$ cat src/sv/dnd_pkg.sv
`default_nettype none
// ---------------------------------------------------------------------------
// dnd_pkg: shared types and constants of the DNS name decompressor
// Status codes, label constants and the controller/datapath interface.
// ---------------------------------------------------------------------------
package dnd_pkg;

  // result status codes
  localparam logic [1:0] ST_OK     = 2'd0;
  localparam logic [1:0] ST_BOUNDS = 2'd1;
  localparam logic [1:0] ST_JUMPS  = 2'd2;
  localparam logic [1:0] ST_LONG   = 2'd3;

  // item function codes
  localparam logic FUNC_WRITE      = 1'b0;
  localparam logic FUNC_DECOMPRESS = 1'b1;

  // label byte: top two bits set marks a compression pointer
  localparam logic [1:0] PTR_TAG  = 2'b11;
  localparam logic [7:0] DOT_CHAR = 8'h2e;

  // characters per result item
  localparam logic [3:0] CHUNK_MAX = 4'd8;

  // controller to datapath commands
  typedef struct packed {
    logic       write_byte;   // store one packet byte
    logic       start;        // load start offset and limit
    logic       step_zero;    // step over the terminating zero label
    logic       ptr_hi;       // take first pointer byte
    logic       ptr_jump;     // take second pointer byte and jump
    logic       label_begin;  // insert dot, load label length
    logic       copy_step;    // copy one label character
    logic       fin;          // compute consumed count, rewind name read
    logic       chunk_begin;  // start assembling a chunk
    logic       gather_step;  // put one character into the chunk
    logic       emit_ok;      // load output with a name chunk
    logic       emit_err;     // load output with an error item
    logic [1:0] err_code;
  } dnd_cmd_t;

  // datapath to controller status
  typedef struct packed {
    logic at_end;       // walk position at or past the limit
    logic len_zero;     // label byte is zero
    logic len_ptr;      // label byte is a pointer
    logic ptr_cut;      // second pointer byte past the limit
    logic label_cut;    // label characters run past the limit
    logic name_long;    // name would reach the name store size
    logic jumps_over;   // this jump exceeds the jump budget
    logic copy_last;    // last character of the label
    logic chunk_empty;  // no characters left for this chunk
    logic gather_last;  // last character of this chunk
    logic out_free;     // output register can take an item
    logic out_last;     // this chunk ends the name
  } dnd_stat_t;

endpackage
`default_nettype wire

$ cat src/sv/dnd_ctrl.sv
`default_nettype none
// ---------------------------------------------------------------------------
// dnd_ctrl: sequencing controller
// Walks labels and pointers, then chunks the name out, driving the datapath.
// ---------------------------------------------------------------------------
module dnd_ctrl (
  input  wire logic               clk,
  input  wire logic               rst,
  input  wire logic               in_valid,
  input  wire logic               func,
  output logic                    in_ready,
  input  wire dnd_pkg::dnd_stat_t stat,
  output dnd_pkg::dnd_cmd_t       cmd
);
  import dnd_pkg::*;

  typedef enum logic [3:0] {
    S_IDLE,
    S_LEN,
    S_PTR,
    S_COPY,
    S_FIN,
    S_CHUNK,
    S_GATHER,
    S_EMIT,
    S_ERR
  } state_t;

  state_t     state, state_next;
  logic [1:0] err_code, err_code_next;

  // next state and commands
  always_comb begin
    state_next    = state;
    err_code_next = err_code;
    cmd           = '0;
    cmd.err_code  = err_code;
    in_ready      = 1'b0;
    case (state)
      S_IDLE: begin
        in_ready = 1'b1;
        if (in_valid) begin
          if (func == FUNC_WRITE) begin
            cmd.write_byte = 1'b1;
          end else begin
            cmd.start  = 1'b1;
            state_next = S_LEN;
          end
        end
      end
      S_LEN: begin
        if (stat.at_end) begin
          err_code_next = ST_BOUNDS;
          state_next    = S_ERR;
        end else if (stat.len_zero) begin
          cmd.step_zero = 1'b1;
          state_next    = S_FIN;
        end else if (stat.len_ptr) begin
          if (stat.ptr_cut) begin
            err_code_next = ST_BOUNDS;
            state_next    = S_ERR;
          end else begin
            cmd.ptr_hi = 1'b1;
            state_next = S_PTR;
          end
        end else if (stat.label_cut) begin
          err_code_next = ST_BOUNDS;
          state_next    = S_ERR;
        end else if (stat.name_long) begin
          err_code_next = ST_LONG;
          state_next    = S_ERR;
        end else begin
          cmd.label_begin = 1'b1;
          state_next      = S_COPY;
        end
      end
      S_PTR: begin
        cmd.ptr_jump = 1'b1;
        if (stat.jumps_over) begin
          err_code_next = ST_JUMPS;
          state_next    = S_ERR;
        end else begin
          state_next = S_LEN;
        end
      end
      S_COPY: begin
        cmd.copy_step = 1'b1;
        if (stat.copy_last) begin
          state_next = S_LEN;
        end
      end
      S_FIN: begin
        cmd.fin    = 1'b1;
        state_next = S_CHUNK;
      end
      S_CHUNK: begin
        cmd.chunk_begin = 1'b1;
        state_next      = stat.chunk_empty ? S_EMIT : S_GATHER;
      end
      S_GATHER: begin
        cmd.gather_step = 1'b1;
        if (stat.gather_last) begin
          state_next = S_EMIT;
        end
      end
      S_EMIT: begin
        if (stat.out_free) begin
          cmd.emit_ok = 1'b1;
          state_next  = stat.out_last ? S_IDLE : S_CHUNK;
        end
      end
      S_ERR: begin
        if (stat.out_free) begin
          cmd.emit_err = 1'b1;
          state_next   = S_IDLE;
        end
      end
      default: begin
        state_next = S_IDLE;
      end
    endcase
  end

  // state register
  always_ff @(posedge clk) begin
    if (rst) begin
      state    <= S_IDLE;
      err_code <= ST_OK;
    end else begin
      state    <= state_next;
      err_code <= err_code_next;
    end
  end

endmodule
`default_nettype wire

$ cat config.mk
export PLATFORM = sky130hd
export DESIGN_NAME = dnd_ctrl
export DESIGN_NICKNAME = d
export VERILOG_FILES = /design/src/sv/dnd_pkg.sv /design/src/sv/dnd_ctrl.sv
export SDC_FILE = /design/constraint.sdc
export NUM_CORES = 1
export LEC_CHECK = 0
export ABC_AREA = 1
export BUFFER_PORTS_ARGS = -buffer_cell sky130_fd_sc_hd__buf_2
export CORE_MARGIN = 2
export CORE_UTILIZATION = 40
export DETAILED_ROUTE_END_ITERATION = 10
export GPL_TIMING_DRIVEN = 1
export PLACE_DENSITY = 0.74
export RECOVER_POWER = 50
export SLEW_MARGIN = 0
export SYNTH_ARGS = -nofsm -noshare
export SYNTH_HDL_FRONTEND = slang
export SYNTH_SLANG_ARGS = --single-unit
$ cat constraint.sdc
create_clock -name clk -period 1.1 [get_ports clk]
set_input_delay 0.165 -clock clk [delete_from_list [all_inputs] [get_ports clk]]
set_output_delay 0.165 -clock clk [all_outputs]
set_load 0.05 [all_outputs]
==> impl_metrics.py <==
metrics = {
    "grt": {
        "grt_pass1_vias": 994,
        "antenna_found_initial": 0,
        "grt_overflow": 0,
        "grt_pass1_wl_um": 4310,
        "grt_max_degree": 9,
        "grtUsageTotal_pct": 30.8,
    },
    "pwr": {
        "ir_worst_vdd_uv": 1740,
        "p_per_area_mw_per_mm2": 1940,
        "power_leakage_nw": 0.704,
        "finalPower_mw": 2.79,
    },
    "drt": {
        "vias": 1101,
        "ant_nets": 0,
        "wl_um": 3730,
        "dr.pass1.iters": 4,
        "drc": 0,
        "wl_per_cell_um": 19.3,
        "routed_via_density": 5.70,
        "drtIter0Drc": 55,
    },
    "placed_design": {
        "gp_congestion": 0.763,
        "dp.cells": 171,
        "place_ws_ps": -269,
        "hpwl_um": 1410,
        "port_buffers": 30,
        "dpl_cell_area_mm2": 0.00106,
    },
    "worst_setup_path": {
        "r2r_slack_ps": -500,
        "ff2ff_path_depth": 11,
        "critPathKind": "flop to flop",
        "critPathLaunchType": "flop",
        "critPathRequiredTime_ps": 1290,
        "path_max_fanout": 7,
        "endpoint_kind": "flop",
        "reg2reg_to": "state[0]",
        "r2r_start": "state[2]",
        "arrival_ps": 1790,
        "critical_path.startpoint": "state[2]",
    },
    "sta": {
        "setup_ws_ps": -500,
        "slew_headroom_pct": 81.3,
        "rsz0062_at_grt": "true",
        "fin_skew_ps": 3.47,
        "report.final.slew_viol_count": 0,
        "period_minus_slack_ps": 1600,
        "fmax_mhz": 625,
        "setup_viol": 19,
        "timing.hold.ws_ps": 130,
        "timing.setup.tns_ps": -7750,
        "tightest_slew_ps": 282,
        "finalHoldViolCount": 0,
        "min_period_over_period_pct": 145,
    },
    "logic_synthesis": {
        "postSynthAreaPerCell_um2": 5.85,
        "synthesis.area_um2": 632,
        "netlist.area_leader.share_pct": 19.0,
        "synth_seq_cells": 6,
        "synth.area.top_cells": "dfxtp_1 (19%), nand2_1 (14%), inv_1 (12%)",
        "synthCells": 108,
        "ys_seq_area_share_pct": 19.0,
        "synth.largest_area_cell": "dfxtp_1",
        "ys_types": 21,
        "yosys_warnings": 0,
        "syn_nets": 124,
    },
    "hold_path": {
        "hold_class": "input pin to flop",
        "min_to": "state[0]",
        "hold_depth": 2,
        "hp-start": "rst",
    },
    "cells_and_area": {
        "final_cells": 193,
        "drive_gt1_share_pct": 68.9,
        "syn_to_final_growth_pct": 128,
        "postLayoutCoreUtil_pct": 96.6,
        "design_area_mm2": 0.00144,
        "num-fill-cells": 34,
        "fin_nets": 194,
        "n_antenna_cell": 0,
    },
    "floorplan": {
        "dieArea_mm2": 0.00191,
        "core.rowCount": 14,
        "ioPinCount": 31,
        "chipHeight_um": 43.7,
        "initial_core_util_pct": 42.4,
        "core_area_mm2": 0.00149,
        "die_w_um": 43.7,
    },
    "job": {
        "maxCapViolCount": 0,
    },
    "run_status": {
        "violations": "negative setup slack",
        "outcome": "complete, but fails checks",
    },
    "clock_network": {
        "cts_tree": "done",
        "clkTransAtPathRegs_ps": 50,
        "clock_path_buffers": 2,
        "numClockSinks": 6,
        "htreeDepth": 1,
        "root_buffer": "clkbuf_4",
        "clk_latency_ps": 260,
        "cts_hold_buf": 0,
        "cts_made_buffers": 3,
    },
}
[power by group]
part	switching [mW]	total [mW]	internal, mW
clock network	0.0960	0.234	0.138
registers	0.0925	0.383	0.290
logic	1.28	2.17	0.891
[critical path: stages (launching register included)]
cell,delay [ps]
dfxtp_2,380
inv_2,70
nor2_4,250
buf_6,140
buf_6,80
buf_4,100
nand3_1,70
nand2_1,70
nor2_1,60
nand2_1,100
nand2_1,90
a21oi_2,120
[per-layer routing]
| metal | wire, um | GRT usage, % |
|---|---|---|
| met5 | 0 | 0 |
| met2 | 1870 | 54.7 |
| met4 | 206 | 17.0 |
| met3 | 266 | 4.17 |
| met1 | 1380 | 35.0 |
[sequential cells by signal, indices dropped and copies added, names as in the netlist]
register	count
state	4
err_code	2
[Yosys cell counts]
cell type	number
nand2_1	24
inv_1	20
nor2_1	15
dfxtp_1	6
nand2_2	6
nand3_1	4
nand3_2	4
nand4_1	4
nor2_2	4
a21oi_1	3
inv_2	3
nor2_4	3
o21ai_1	3
o21ai_0	2
a21oi_2	1
buf_6	1
nand3b_1	1
nor3_1	1
nor3_2	1
o21ai_2	1
or2_2	1
[repair_timing]
action                                  CTS  global route
setup buffers                            11             8
pin swaps                                21            16
endpoints found under the setup margin   19            19
gates resized for setup                  48            14
[kinds of logic after synthesis]
kind of cell / after synthesis / synth area share [%]
AO/OA/AOI/OAI: 10 / 9.11
AND/OR/NAND/NOR: 68 / 56.4
flip-flops: 6 / 19.0
buffers and inverters: 24 / 15.4
[cells in the final DEF (no fill, tap or decap), drive strengths merged]
cell type  synthesis  routed
nand2             30      30
clkinvlp           0       5
nand3              8       8
o21ai              6       6
buf                1      65
clkbuf             0       5
nor2              22      22
nor3               2       2
nand3b             1       1
dfxtp              6       6
nand4              4       4
or2                1       1
a21oi              4       4
inv               23      18
[worst max path at each step]
| stage | slack, ps | endpoint |
|---|---|---|
| after global placement | -250 | cmd[10] |
| after CTS | -410 | cmd[5] |
| after floorplan | -380 | state[1] |
| after global routing | -590 | state[1] |
| after detailed placement | -270 | state[2] |
| final | -500 | state[0] |
[area by class of cell]
type | count | area [um2] | area share [%]
repair buffers | 66 | 587 | 40.8
multi-input cells | 78 | 562 | 39.1
flip-flops and latches | 6 | 133 | 9.23
inverters | 23 | 110 | 7.66
clock buffers | 4 | 26.3 | 1.83
well taps | 16 | 20.0 | 1.39
Note: power is estimated with default switching activity, not from simulation.
